<file path="src/rtl/ptm_pkg.sv">
package ptm_pkg;

  localparam int DIR_ENTRIES   = 1024;
  localparam int TABLE_ENTRIES = 1024;
  localparam int TABLE_POOL    = 16;

  localparam int DIR_IDX_W = $clog2(DIR_ENTRIES);
  localparam int ENT_IDX_W = $clog2(TABLE_ENTRIES);
  localparam int TBL_W     = (TABLE_POOL > 1) ? $clog2(TABLE_POOL) : 1;
  localparam int USED_W    = $clog2(TABLE_POOL + 1);
  localparam int POS_W     = TBL_W + ENT_IDX_W;
  localparam int TBL_WORDS = TABLE_POOL * TABLE_ENTRIES;
  localparam int SWEEP_W   = (DIR_IDX_W > ENT_IDX_W) ? DIR_IDX_W : ENT_IDX_W;

  localparam int VA_W    = 32;
  localparam int FRAME_W = 20;
  localparam int FLAGS_W = 12;
  localparam int WORD_W  = FRAME_W + FLAGS_W;

  typedef enum logic [1:0] {
    REQ_MAP    = 2'd0,
    REQ_UNMAP  = 2'd1,
    REQ_LOOKUP = 2'd2
  } req_t;

  typedef enum logic [1:0] {
    ST_OK        = 2'd0,
    ST_NOMAP     = 2'd1,
    ST_EXHAUSTED = 2'd2
  } status_t;

  typedef enum logic [2:0] {
    S_INIT,
    S_IDLE,
    S_DIR,
    S_CLR,
    S_TBL,
    S_RESP
  } state_t;

  typedef struct packed {
    logic             present;
    logic [TBL_W-1:0] tbl;
  } dir_entry_t;

  typedef struct packed {
    logic                 we;
    logic [DIR_IDX_W-1:0] waddr;
    dir_entry_t           wdata;
    logic [DIR_IDX_W-1:0] raddr;
  } dir_port_t;

  typedef struct packed {
    logic              we;
    logic [POS_W-1:0]  waddr;
    logic [WORD_W-1:0] wdata;
    logic [POS_W-1:0]  raddr;
  } tbl_port_t;

  typedef struct packed {
    logic [1:0]         status;
    logic [FRAME_W-1:0] frame;
  } result_t;

endpackage

</file>
<file path="src/rtl/ptm_ctrl.sv">
module ptm_ctrl (
  input  logic                           clk,
  input  logic                           rst,
  input  logic                           in_valid,
  output logic                           in_stall,
  input  logic [1:0]                     req_type,
  input  logic [ptm_pkg::VA_W-1:0]       virt_addr,
  input  logic [ptm_pkg::VA_W-1:0]       phys_addr,
  input  logic [ptm_pkg::FLAGS_W-1:0]    page_flags,
  input  logic                           out_free,
  output logic                           res_load,
  output ptm_pkg::result_t               res,
  output ptm_pkg::dir_port_t             dir_port,
  input  ptm_pkg::dir_entry_t            dir_rdata,
  output ptm_pkg::tbl_port_t             tbl_port,
  input  logic [ptm_pkg::WORD_W-1:0]     tbl_rdata
);
  import ptm_pkg::*;

  state_t               state, state_next;
  logic [SWEEP_W-1:0]   cnt;
  logic [1:0]           req_q;
  logic [DIR_IDX_W-1:0] dir_idx;
  logic [ENT_IDX_W-1:0] ent_idx;
  logic [WORD_W-1:0]    map_word;
  logic [TBL_W-1:0]     tbl_q;
  logic [USED_W-1:0]    used;
  logic [1:0]           res_status;
  logic [FRAME_W-1:0]   res_frame;

  logic is_map, is_unmap, is_lookup;
  logic hit, room, alloc, dir_last, clr_last;

  assign is_map    = (req_q == REQ_MAP);
  assign is_unmap  = (req_q == REQ_UNMAP);
  assign is_lookup = (req_q == REQ_LOOKUP);
  assign hit       = dir_rdata.present &&
                     ({1'b0, dir_rdata.tbl} < (TBL_W + 1)'(TABLE_POOL));
  assign room      = (used < USED_W'(TABLE_POOL));
  assign alloc     = (state == S_DIR) && !hit && is_map && room;
  assign dir_last  = (cnt[DIR_IDX_W-1:0] == DIR_IDX_W'(DIR_ENTRIES - 1));
  assign clr_last  = (cnt[ENT_IDX_W-1:0] == ENT_IDX_W'(TABLE_ENTRIES - 1));

  always_comb begin
    state_next = state;
    unique case (state)
      S_INIT: begin
        if (dir_last) state_next = S_IDLE;
      end
      S_IDLE: begin
        if (in_valid) state_next = S_DIR;
      end
      S_DIR: begin
        if (alloc) state_next = S_CLR;
        else if (hit && is_lookup) state_next = S_TBL;
        else state_next = S_RESP;
      end
      S_CLR: begin
        if (clr_last) state_next = S_RESP;
      end
      S_TBL: begin
        state_next = S_RESP;
      end
      S_RESP: begin
        if (out_free) state_next = S_IDLE;
      end
      default: state_next = S_INIT;
    endcase
  end

  always_comb begin
    dir_port       = '0;
    dir_port.raddr = virt_addr[VA_W-1 -: DIR_IDX_W];
    tbl_port       = '0;
    tbl_port.raddr = {dir_rdata.tbl, ent_idx};
    in_stall       = 1'b1;
    res_load       = 1'b0;
    unique case (state)
      S_INIT: begin
        dir_port.we    = 1'b1;
        dir_port.waddr = cnt[DIR_IDX_W-1:0];
      end
      S_IDLE: begin
        in_stall = 1'b0;
      end
      S_DIR: begin
        if (hit) begin
          tbl_port.waddr = {dir_rdata.tbl, ent_idx};
          if (is_map) begin
            tbl_port.we    = 1'b1;
            tbl_port.wdata = map_word;
          end else if (is_unmap) begin
            tbl_port.we = 1'b1;
          end
        end else if (alloc) begin
          dir_port.we            = 1'b1;
          dir_port.waddr         = dir_idx;
          dir_port.wdata.present = 1'b1;
          dir_port.wdata.tbl     = used[TBL_W-1:0];
        end
      end
      S_CLR: begin
        tbl_port.we    = 1'b1;
        tbl_port.waddr = {tbl_q, cnt[ENT_IDX_W-1:0]};
        tbl_port.wdata = (cnt[ENT_IDX_W-1:0] == ent_idx) ? map_word : '0;
      end
      S_TBL: begin
      end
      S_RESP: begin
        res_load = out_free;
      end
      default: begin
      end
    endcase
  end

  assign res.status = res_status;
  assign res.frame  = res_frame;

  always_ff @(posedge clk) begin
    if (rst) begin
      state <= S_INIT;
      cnt   <= '0;
      used  <= '0;
    end else begin
      state <= state_next;
      cnt   <= (state == S_INIT || state == S_CLR) ? cnt + 1'b1 : '0;
      if (alloc) begin
        used <= used + 1'b1;
      end
    end
  end

  always_ff @(posedge clk) begin
    if (state == S_IDLE && in_valid) begin
      req_q    <= req_type;
      dir_idx  <= virt_addr[VA_W-1 -: DIR_IDX_W];
      ent_idx  <= virt_addr[VA_W-DIR_IDX_W-1 -: ENT_IDX_W];
      map_word <= {phys_addr[VA_W-1 -: FRAME_W], page_flags};
    end
    if (alloc) begin
      tbl_q <= used[TBL_W-1:0];
    end
    if (state == S_DIR) begin
      res_frame <= '0;
      if (!hit && is_map && !room) res_status <= ST_EXHAUSTED;
      else if (!hit && is_lookup) res_status <= ST_NOMAP;
      else res_status <= ST_OK;
    end else if (state == S_TBL) begin
      if (tbl_rdata != '0) begin
        res_status <= ST_OK;
        res_frame  <= tbl_rdata[WORD_W-1 -: FRAME_W];
      end else begin
        res_status <= ST_NOMAP;
        res_frame  <= '0;
      end
    end
  end

  a_pool_bound: assert property (@(posedge clk) disable iff (rst)
    used <= USED_W'(TABLE_POOL))
    else $error("table pool count overrun");

  a_clr_has_table: assert property (@(posedge clk) disable iff (rst)
    state == S_CLR |-> used != '0)
    else $error("table clear without allocation");

  a_dir_wr_alloc: assert property (@(posedge clk) disable iff (rst)
    (dir_port.we && state == S_DIR) |=> state == S_CLR)
    else $error("directory update not followed by table clear");

  a_clr_end: assert property (@(posedge clk) disable iff (rst)
    (state == S_CLR && clr_last) |=> state == S_RESP)
    else $error("table clear did not finish");

endmodule

</file>
<file path="config.mk">
export PLATFORM = sky130hd
export DESIGN_NAME = ptm_ctrl
export DESIGN_NICKNAME = d
export VERILOG_FILES = /design/src/rtl/ptm_pkg.sv /design/src/rtl/ptm_ctrl.sv
export SDC_FILE = /design/constraint.sdc
export NUM_CORES = 1
export LEC_CHECK = 0
export ABC_AREA = 1
export BUFFER_PORTS_ARGS = -buffer_cell sky130_fd_sc_hd__buf_2
export CAP_MARGIN = 15
export CORE_ASPECT_RATIO = 1.1
export CORE_MARGIN = 3
export CORE_UTILIZATION = 41
export DETAILED_ROUTE_END_ITERATION = 10
export MAX_ROUTING_LAYER = met4
export PLACE_DENSITY = 0.75
export SYNTH_ARGS = -nofsm -noshare
export SYNTH_HDL_FRONTEND = slang
export SYNTH_SLANG_ARGS = --single-unit
</file>
<file path="constraint.sdc">
create_clock -name clk -period 3.1 [get_ports clk]
set_input_delay 0.465 -clock clk [delete_from_list [all_inputs] [get_ports clk]]
set_output_delay 0.465 -clock clk [all_outputs]
set_load 0.05 [all_outputs]
</file>
==> summary.txt, run 1 <==
Status
  – Status: finished clean

Power and ir drop
  – P_leak: 0.00276 uW
  – Worst vdd ir: 0.000661 V
  – PD cells: 740 nW/um^2
  – Total power: 4280 uW

Timing
  – RSZ-0062 raised after global routing: no
  – Worst Skew: 0.00574 ns
  – Final Hold Fails: 0
  – Min Tclk post-route: 2.81 ns
  – Setup violations, final: 0
  – Fmax: 0.355 GHz
  – Setup_tns: 0 ns
  – Post-route clock period utilization: 90.8%
  – Slew Limit Headroom: 53.2%
  – Max-slew violations: 0
  – Worst Max-Slew Pin Slew: 0.700 ns

Final layout
  – Layout cells sized above 1: 36.2%
  – Layout fillers: 938
  – Footprint of the multi-input gates: 1340 um^2
  – Number of diodes: 0
  – Register Area: 2560 um^2
  – Post-layout nets: 798
  – Area delta synth->final: 30.1%

Floorplan
  – Die X: 105 um
  – Initial core utilization: 42.3%
  – Die ar.: 12100 um^2
  – Rows: 39
  – IO Count: 230
  – Height of the die: 115 um
  – Core area: 10500 um^2

Clock network
  – Setup Buffers After CTS: 0
  – # resized after CTS: 0
  – CTS Hold Bufs: 0
  – Max Buffers Root-to-Sink: 2
  – CTS sink cnt: 98
  – Clk pin slew, worst setup/hold paths: 0.07 ns
  – Clk_lat worst skew: 0.33 ns
  – Root Buffer: clkbuf_16
  – CTS tree: built
  – TritonCTS Buffers: 9
  – H-tree depth: 3

Setup path
  – Worst flop-to-flop path startpoint: state[1]$_SDFFE_PP0P_
  – WP data arrival: 2.35 ns
  – Crit path required time: 2.63 ns
  – CP endpoint kind: output port
  – Worst-path cell chain: nor2_4, nand2_2, nor2_2, inv_2, nor2_2, nand2_2, a21oi_1, buf_2
  – CP max stage cell: dfxtp_1
  – CP Launch Type: register
  – Worst-path maximum fanout: 32
  – Worst setup path startpoint: state[2]$_SDFFE_PP0P_
  – CP peak stage delay: 0.42 ns
  – Reg2reg path depth: 8
  – Critical path class: reg2out

Synthesis
  – YS warnings: 0
  – Syn nets: 606
  – Synth Instances: 485
  – Syn_area_per_cell: 9.16 um^2
  – Post-synth EDFFs: 60
  – Yosys reg bits: 98
  – Synth cell types: 28
  – Ys async rst share: 0%
  – Area of the mapped netlist: 4440 um^2
  – Main synth FF type: edfxtp_1
  – Register area share after synthesis: 57.7%

Routing
  – Routed WL per cell: 14.0 um
  – Vias per cell: 4.81
  – Routed WL: 11600 um
  – Vias: 3969
  – # DRC: 0
  – DRT antenna net count: 0
  – DRT iter0 DRCs: 250
  – Drt pass-1 iters: 5

Min path
  – WHS Path Cells: 1
  – Hold Startpoint: phys_addr[12]
  – Worst min-delay path class: in2reg

Place
  – PortBufs: 205
  – Post-DP HPWL: 9060 um
  – Routability cong.: 0.855

GRT
  – Largest net degree at the start of global routing: 43
  – Vias in the first global route: 3779
  – GRT overflow: 0
  – Total Routing Usage GR: 19.3%
  – First-pass GRT wire length: 17900 um
  – Initial antenna violation count: 0

Job
  – Number of max-cap violations: 0
[cell families (layout without fill, tap and decap cells)]
family          after synthesis  count (layout)  share of synthesized area [%]
fa+ha+maj                     2               2                          0.563
flops                        98              98                           57.7
xor+xnor                      8               8                           1.58
compound gates               94              94                           11.9
buf+inv                     122             319                           12.2
simple gates                161             161                           16.0
[power breakdown]
part / switching (uW) / internal, uW
Combinational: 1150 / 352
Clock: 451 / 560
Sequential: 128 / 1640
Total: 1730 / 2550
[layout by cell type (no fill, tap or decap), types with 10 or more instances in the layout]
cell type / count
dfxtp_1: 38
edfxtp_1: 60
a21oi_1: 31
buf_2: 205
a21oi_2: 10
nand3_1: 30
nor2_1: 40
nand2_1: 65
o21ai_0: 44
inv_1: 88
[worst paths after layout]
check / to / slack [ns]
min: map_word[12]$_DFFE_PP_ / 0.30
max: tbl_port[39] / 0.29
max reg2reg: cnt[2]$_SDFF_PP0_ / 1.31
min reg2reg: tbl_q[2]$_DFFE_PN_ / 0.48
[cell type report]
| class | instances | share of cell area [%] |
|---|---|---|
| clock buffers | 11 | 4.20 |
| clock inverters | 5 | 0.520 |
| well taps | 143 | 3.10 |
| inverters | 91 | 5.91 |
| repair buffers | 212 | 18.7 |
| flip-flops and latches | 98 | 44.3 |
| multi-input cells | 265 | 23.3 |
[metrics by stage]
| step | std cells | hold WS [ns] | setup WS, ns | cell area [um^2] | util, % |
|---|---|---|---|---|---|
| floorplan | 485 | 0.430 | 0.286 | 4440 | - |
| global placement | 809 | 0.443 | 0.721 | 5510 | 52.5 |
| detailed placement | 809 | 0.456 | 0.651 | 5510 | 52.5 |
| CTS | 825 | 0.289 | 0.300 | 5780 | 55.1 |
| global route | 825 | 0.283 | 0.114 | 5780 | 55.1 |
| finish | 825 | 0.301 | 0.286 | 5780 | 55.1 |
[worst max-delay path: cells and delay by family, from the launching register on]
kind / cells / cell delay, ns
AND/OR/NAND/NOR: 5 / 0.86
buffers and inverters: 2 / 0.40
flip-flops: 1 / 0.42
AO/OA/AOI/OAI: 1 / 0.33
[synth_stat cells (7+ instances only)]
cell      number  area, um^2
o21ai_0       44         220
nand2_1       65         244
a21oi_1       31         155
buf_4         15         113
nor3_1         7        35.0
edfxtp_1      60        1800
a21oi_2       10        87.6
dfxtp_1       38         761
inv_1         88         330
nand4_1        9        56.3
clkbuf_1       7        26.3
nor2_1        41         154
nand3_1       30         150
[flip-flops by register name (all words and copies together) (netlist names)]
register	flops
used	5
map_word	32
ent_idx	10
req_q	2
dir_idx	10
res_status	2
state	3
cnt	10
res_frame	20
tbl_q	4
[layer usage]
| layer | track usage, % | routed length, um | vias up |
|---|---|---|---|
| met2 | 34.5 | 5730 | 189 |
| met4 | 5.34 | 108 | 0 |
| met3 | 6.12 | 1050 | 12 |
| met1 | 20.6 | 4670 | 1813 |
| met5 | - | 0 | - |
| li1 | - | - | 1955 |
Power figures use the tool's default switching activity.
==> inputs of run 2 (changes only) <==
Settings changed: ABC_AREA 1 to unset, PLACE_DENSITY 0.75 to 0.76.
==> summary.txt, run 2 <==
Power and ir drop
  – Internal power: 2400 uW (was 2550 uW)
  – Switching Share: 38.0% (was 40.4%)
  – Power share of the clock group: 22.2% (was 23.7%)
  – Psw: 1470 uW (was 1730 uW)
  – Worst vdd ir: 0.000321 V (was 0.000661 V)
  – Flop pwr share: 43.6% (was 41.2%)
  – P_leak: 0.00253 uW (was 0.00276 uW)
  – Logic pwr share: 34.1% (was 35.1%)
  – PD cells: 699 nW/um^2 (was 740 nW/um^2)

Clock network
  – H-tree depth: 3 (unchanged)
  – CTS tree: built (unchanged)
  – TritonCTS Buffers: 9 (unchanged)
  – Clk_lat worst skew: 0.36 ns (was 0.33 ns)
  – CTS sink cnt: 98 (unchanged)
  – Setup Buffers After CTS: 0 (unchanged)
  – CTS Hold Bufs: 0 (unchanged)
  – Clk pin slew, worst setup/hold paths: 0.09 ns (was 0.07 ns)
  – Max Buffers Root-to-Sink: 2 (unchanged)
  – Root Buffer: clkbuf_8 (was clkbuf_16)
  – # resized after CTS: 0 (unchanged)

Place
  – Routability cong.: 0.842 (was 0.855)
  – Post-DP HPWL: 8160 um (was 9060 um)
  – Placed cells: 649 (was 809)
  – PortBufs: 205 (unchanged)

Final layout
  – Register Area: 2560 um^2 (unchanged)
  – Area delta synth->final: 28.8% (was 30.1%)
  – Number of flip-flops in the largest register: 32 (unchanged)
  – Layout fillers: 871 (was 938)
  – Post-layout nets: 641 (was 798)
  – Biggest register: map_word (unchanged)
  – Non-filler instance count after layout: 665 (was 825)
  – Number of diodes: 0 (unchanged)
  – Footprint of the multi-input gates: 1490 um^2 (was 1340 um^2)
  – Most frequent cells in the layout: 205 x buf_2, 60 x edfxtp_1, 44 x a22o_1, 38 x dfxtp_1, 20 x nor2b_2 (was 205 x buf_2, 88 x inv_1, 65 x nand2_1, 60 x edfxtp_1, 44 x o21ai_0)
  – Largest regs: map_word: 32 flops, res_frame: 20 flops (unchanged)
  – Most common cell after layout, fill and taps aside: buf_2 (unchanged)
  – Layout cells sized above 1: 49.9% (was 36.2%)

GRT
  – Total Routing Usage GR: 18.7% (was 19.3%)
  – First-pass GRT wire length: 16900 um (was 17900 um)
  – Vias in the first global route: 3421 (was 3779)
  – Largest net degree at the start of global routing: 33 (was 43)
  – GRT overflow: 0 (unchanged)
  – Initial antenna violation count: 0 (unchanged)

Timing
  – Post-route clock period utilization: 93.8% (was 90.8%)
  – Setup_tns: 0 ns (unchanged)
  – Slew Limit Headroom: 47.8% (was 53.2%)
  – Final Hold Fails: 0 (unchanged)
  – RSZ-0062 raised after global routing: no (unchanged)
  – Worst Skew: 0.00716 ns (was 0.00574 ns)
  – Worst Max-Slew Pin Slew: 0.782 ns (was 0.700 ns)
  – Setup violations, final: 0 (unchanged)
  – Max-slew violations: 0 (unchanged)
  – Min Tclk post-route: 2.91 ns (was 2.81 ns)
  – Fmax: 0.344 GHz (was 0.355 GHz)

Setup path
  – WP data arrival: 2.44 ns (was 2.35 ns)
  – Reg2reg path depth: 3 (was 8)
  – Crit path to: tbl_port[41] (was tbl_port[39])
  – Worst-path maximum fanout: 32 (unchanged)
  – CP max stage cell: o31a_4 (was dfxtp_1)
  – CP Launch Type: register (unchanged)
  – R2R Setup Slk: 1.06 ns (was 1.31 ns)
  – Crit path required time: 2.63 ns (about the same)
  – CP endpoint kind: output port (unchanged)
  – R2r endpoint: req_q[0]$_DFFE_PP_ (was cnt[2]$_SDFF_PP0_)
  – Worst flop-to-flop path startpoint: state[0]$_SDFFE_PP0P_ (was state[1]$_SDFFE_PP0P_)
  – Critical path class: reg2out (unchanged)
  – Worst setup path startpoint: state[0]$_SDFFE_PP0P_ (was state[2]$_SDFFE_PP0P_)
  – CP peak stage delay: 0.60 ns (was 0.42 ns)
  – Worst-path cell chain: and3b_1, nand4_1, o31a_4, nor2b_1, buf_2 (was nor2_4, nand2_2, nor2_2, inv_2, nor2_2, nand2_2, a21oi_1, buf_2)

Floorplan
  – Rows: 38 (was 39)
  – Initial core utilization: 42.9% (was 42.3%)
  – Height of the die: 113 um (was 115 um)
  – Die X: 104 um (was 105 um)
  – Core area: 10000 um^2 (was 10500 um^2)
  – IO Count: 230 (unchanged)
  – Die ar.: 11800 um^2 (was 12100 um^2)

Synthesis
  – Synth cell types: 43 (was 28)
  – List of most frequent post-synthesis cells: 60 x edfxtp_1, 44 x a22o_1, 38 x dfxtp_1 (was 88 x inv_1, 65 x nand2_1, 60 x edfxtp_1)
  – Synth Instances: 333 (was 485)
  – Area of the mapped netlist: 4310 um^2 (was 4440 um^2)
  – Dominant cells by area after synthesis: edfxtp_1 42%, dfxtp_1 18%, a22o_1 8.9% (was edfxtp_1 41%, dfxtp_1 17%, inv_1 7.4%)
  – Ys async rst share: 0% (unchanged)
  – Post-synth EDFFs: 60 (unchanged)
  – Syn_area_per_cell: 12.9 um^2 (was 9.16 um^2)
  – YS warnings: 0 (unchanged)
  – Yosys reg bits: 98 (unchanged)
  – Most numerous cell in the Yosys netlist: edfxtp_1 (was inv_1)
  – Yosys top cell area share: 41.8% (was 40.6%)
  – Main synth FF type: edfxtp_1 (unchanged)
  – Register area share after synthesis: 59.5% (was 57.7%)
  – Syn nets: 454 (was 606)
  – Area leader, netlist: edfxtp_1 (unchanged)

Min path
  – Hold Startpoint: phys_addr[20] (was phys_addr[12])
  – Worst min-delay path class: in2reg (unchanged)

Routing
  – Met1 WL: 4280 um (was 4670 um)
  – Routed WL per cell: 16.3 um (was 14.0 um)
  – Routed WL: 10800 um (was 11600 um)
  – WL met2: 5640 um (was 5730 um)
  – Drt pass-1 iters: 4 (was 5)
  – Met3 Routed Length: 636 um (was 1050 um)
  – Vias: 3341 (was 3969)
  – Vias per cell: 5.02 (was 4.81)
  – DRT iter0 DRCs: 143 (was 250)
  – DRT antenna net count: 0 (unchanged)
  – Top Layer Used: met4 (unchanged)
  – # DRC: 0 (unchanged)

Job
  – Number of max-cap violations: 0 (unchanged)

Status
  – Status: finished clean (unchanged)
-- run 2: cell types whose count changed after synthesis, sizes merged, moves of 32 or more --
cell / previous run / this run
inv: 91 / 4
nand2: 67 / 10
o21ai: 44 / 2
a22o: 4 / 44
a21oi: 41 / 3
nor2b: 0 / 32
-- run 2: worst max-delay path: cells and delay by family (launching register included) --
kind / cells / cell delay, ns
simple gates: 3 / 0.60
compound gates: 1 / 0.60
flops: 1 / 0.58
buf+inv: 1 / 0.29
-- run 2: cell families after synthesis --
kind of cell	after synthesis	synth area share (%)
adders and majority gates	2	0.581
buffers and inverters	41	6.07
DFF	98	59.5
xor gates and xnor gates	21	4.27
AOI/OAI and AO/OA	58	11.4
and+or+nand+nor	113	18.1
-- run 2: power by group through the flow --
stage / sequential [uW] / clock, uW / combinational, uW
after floorplan: 1860 / 0 / 847
after detailed placement: 1720 / 0 / 1330
after global placement: 1710 / 0 / 1310
after global routing: 1710 / 936 / 1410
after CTS: 1690 / 889 / 1330
final: 1690 / 861 / 1320
-- run 2: worst min-delay path by stage --
stage / to / slack (ns) / cells past startpoint
floorplan: used[4]$_SDFFE_PP0N_ / 0.45 / 2
global placement: res_frame[9]$_SDFFE_PP0P_ / 0.46 / 1
detailed placement: res_frame[1]$_SDFFE_PP0P_ / 0.46 / 1
CTS: map_word[20]$_DFFE_PP_ / 0.25 / 1
global route: ent_idx[9]$_DFFE_PP_ / 0.25 / 1
finish: map_word[20]$_DFFE_PP_ / 0.27 / 1
-- run 2: through the flow --
step	setup WS (ns)	utilization [%]	total power [uW]	hold slack, ns	area (um^2)
CTS	0.150	55.3	3910	0.247	5550
global placement	0.589	53.2	3020	0.458	5340
floorplan	0.574	-	2710	0.452	4310
detailed placement	0.576	53.2	3050	0.460	5340
global route	0.0721	55.3	4060	0.245	5550
finish	0.191	55.3	3880	0.274	5550
-- run 2: layout make-up --
| cell class | instances | share of cell area, % |
|---|---|---|
| flip-flops and latches | 98 | 46.2 |
| multi-input cells | 194 | 26.9 |
| repair buffers | 212 | 19.7 |
| well taps | 140 | 3.16 |
| clock buffers | 14 | 3.14 |
| clock inverters | 2 | 0.609 |
| inverters | 5 | 0.361 |
-- run 2: metal layers --
metal | global-route usage, % | vias up
met3 | 3.96 | 22
met4 | 8.78 | 0
met5 | - | -
met2 | 31.7 | 156
li1 | - | 1578
met1 | 21.4 | 1585
==> inputs of run 3 (changes only) <==
Settings changed: CORE_MARGIN 3 to 2, PLACE_DENSITY 0.76 to 0.73, REMOVE_ABC_BUFFERS set to 1.
Clock period 3.1 ns to 3.7 ns, I/O delays scaled along.
==> summary.txt, run 3 (synthesis gave the netlist of run 2 again) <==
Floorplan
  – Height of the die: 111 um (was 113 um)
  – Rows: 39 (was 38)
  – Initial core utilization: 41.8% (was 42.9%)
  – Die ar.: 11300 um^2 (was 11800 um^2)
  – Die X: 102 um (was 104 um)
  – IO Count: 230 (unchanged)
  – Core area: 10300 um^2 (was 10000 um^2)

GRT
  – Total Routing Usage GR: 17.5% (was 18.7%)
  – Initial antenna violation count: 0 (unchanged)
  – GRT overflow: 0 (unchanged)
  – Vias in the first global route: 3175 (was 3421)
  – Largest net degree at the start of global routing: 33 (unchanged)
  – First-pass GRT wire length: 15000 um (was 16900 um)

Setup path
  – WP data arrival: 2.46 ns (was 2.44 ns)
  – Crit path required time: 3.14 ns (was 2.63 ns)
  – Worst flop-to-flop path startpoint: state[0]$_SDFFE_PP0P_ (unchanged)
  – CP endpoint kind: output port (unchanged)
  – R2R Setup Slk: 1.65 ns (was 1.06 ns)
  – CP Launch Type: register (unchanged)
  – Worst-path maximum fanout: 32 (unchanged)
  – R2r endpoint: map_word[18]$_DFFE_PP_ (was req_q[0]$_DFFE_PP_)
  – Critical path class: reg2out (unchanged)
  – Reg2reg path depth: 3 (unchanged)

Routing
  – Routed WL per cell: 14.7 um (was 16.3 um)
  – # DRC: 0 (unchanged)
  – DRT antenna net count: 0 (unchanged)
  – Vias: 3252 (was 3341)
  – Drt pass-1 iters: 4 (unchanged)
  – DRT iter0 DRCs: 135 (was 143)
  – Routed WL: 9790 um (was 10800 um)
  – Vias per cell: 4.88 (was 5.02)

Power and ir drop
  – Total power: 3420 uW (was 3880 uW)
  – Worst vdd ir: 0.000295 V (was 0.000321 V)
  – P_leak: 0.00254 uW (was 0.00253 uW)
  – PD cells: 609 nW/um^2 (was 699 nW/um^2)

Final layout
  – Register Area: 2560 um^2 (unchanged)
  – Layout cells sized above 1: 49.9% (about the same)
  – Biggest register: map_word (unchanged)
  – Most frequent cells in the layout: 205 x buf_2, 60 x edfxtp_1, 44 x a22o_1, 38 x dfxtp_1, 20 x nor2b_2 (unchanged)
  – Post-layout nets: 639 (was 641)
  – Footprint of the multi-input gates: 1490 um^2 (unchanged)
  – Largest regs: map_word: 32 flops, res_frame: 20 flops (unchanged)
  – Layout fillers: 902 (was 871)
  – Number of diodes: 0 (unchanged)
  – Area delta synth->final: 30.1% (was 28.8%)
  – Most common cell after layout, fill and taps aside: buf_2 (unchanged)
  – Number of flip-flops in the largest register: 32 (unchanged)

Timing
  – Final Hold Fails: 0 (unchanged)
  – Setup violations, final: 0 (unchanged)
  – Min Tclk post-route: 3.01 ns
  – Setup_tns: 0 ns (unchanged)
  – Worst Max-Slew Pin Slew: 0.770 ns (was 0.782 ns)
  – RSZ-0062 raised after global routing: no (unchanged)
  – Fmax: 0.332 GHz
  – Max-slew violations: 0 (unchanged)
  – Slew Limit Headroom: 48.3% (was 47.8%)
  – Worst Skew: 0.00589 ns (was 0.00716 ns)
  – Post-route clock period utilization: 81.4%

Place
  – Routability cong.: 0.836 (was 0.842)
  – PortBufs: 205 (unchanged)
  – Post-DP HPWL: 7330 um (was 8160 um)

Clock network
  – H-tree depth: 3 (unchanged)
  – Root Buffer: clkbuf_16 (was clkbuf_8)
  – Setup Buffers After CTS: 0 (unchanged)
  – CTS Hold Bufs: 0 (unchanged)
  – Max Buffers Root-to-Sink: 2 (unchanged)
  – Clk_lat worst skew: 0.34 ns (was 0.36 ns)
  – CTS tree: built (unchanged)
  – # resized after CTS: 0 (unchanged)
  – TritonCTS Buffers: 9 (unchanged)
  – CTS sink cnt: 98 (unchanged)
  – Clk pin slew, worst setup/hold paths: 0.07 ns (was 0.09 ns)

Min path
  – Hold EP: req_q[0]$_DFFE_PP_ (was map_word[20]$_DFFE_PP_)
  – WHS Path Cells: 1 (unchanged)
  – Worst min-delay path class: in2reg (unchanged)
  – Hold Startpoint: req_type[0] (was phys_addr[20])

Status
  – Status: finished clean (unchanged)

Job
  – Number of max-cap violations: 0 (unchanged)
==> run 3: critical path, stage by stage (launching register included) <==
cell and delay (ns):
dfxtp_1 0.59, and3b_1 0.28, nand4_1 0.13, o31a_4 0.59
nor2b_1 0.21, buf_2 0.29
==> run 3: cell type report <==
cell class	count	area share, %
Clock inverter	4	0.938
Tap cell	143	3.19
Sequential cell	98	45.7
Clock buffer	12	4.22
Inverter	5	0.357
Timing Repair Buffer	210	19.0
Multi-Input combinational cell	194	26.6
==> run 3: worst max-delay path by stage <==
stage / to / startpoint / cells after the start / slack [ns]
finish: tbl_port[14] / state[0]$_SDFFE_PP0P_ / 5 / 0.69
global route: tbl_port[14] / state[1]$_SDFFE_PP0P_ / 5 / 0.56
CTS: tbl_port[14] / state[0]$_SDFFE_PP0P_ / 5 / 0.65
detailed placement: tbl_port[14] / state[0]$_SDFFE_PP0P_ / 5 / 1.03
global placement: tbl_port[14] / state[0]$_SDFFE_PP0P_ / 5 / 1.04
floorplan: dir_idx[0]$_DFFE_PP_ / state[0]$_SDFFE_PP0P_ / 2 / 0.30
==> run 3: metal layers <==
layer	share of wire (%)	vias up	global-route usage (%)
met5	0	-	-
met3	5.9	10	3.20
met2	51	123	29.0
met4	1.3	0	6.85
li1	-	1574	-
met1	42	1545	20.9
==> run 3: stage by stage <==
| stage | area, um^2 | setup slack (ns) | hold WS, ns | util (%) | instances |
|---|---|---|---|---|---|
| CTS | 5600 | 0.652 | 0.377 | 54.4 | 666 |
| finish | 5600 | 0.686 | 0.387 | 54.4 | 666 |
| global placement | 5320 | 1.04 | 0.459 | 51.6 | 650 |
| global route | 5600 | 0.564 | 0.375 | 54.4 | 666 |
| detailed placement | 5320 | 1.03 | 0.459 | 51.6 | 650 |
| floorplan | 4070 | 0.297 | 0.452 | - | 297 |
==> run 3: power by group <==
| part | internal [uW] | switching (uW) | leakage [uW] |
|---|---|---|---|
| logic | 309 | 774 | 0.00156 |
| registers | 1320 | 97.2 | 0.000857 |
| clock network | 525 | 387 | 0.000129 |
| total | 2160 | 1260 | 0.00254 |
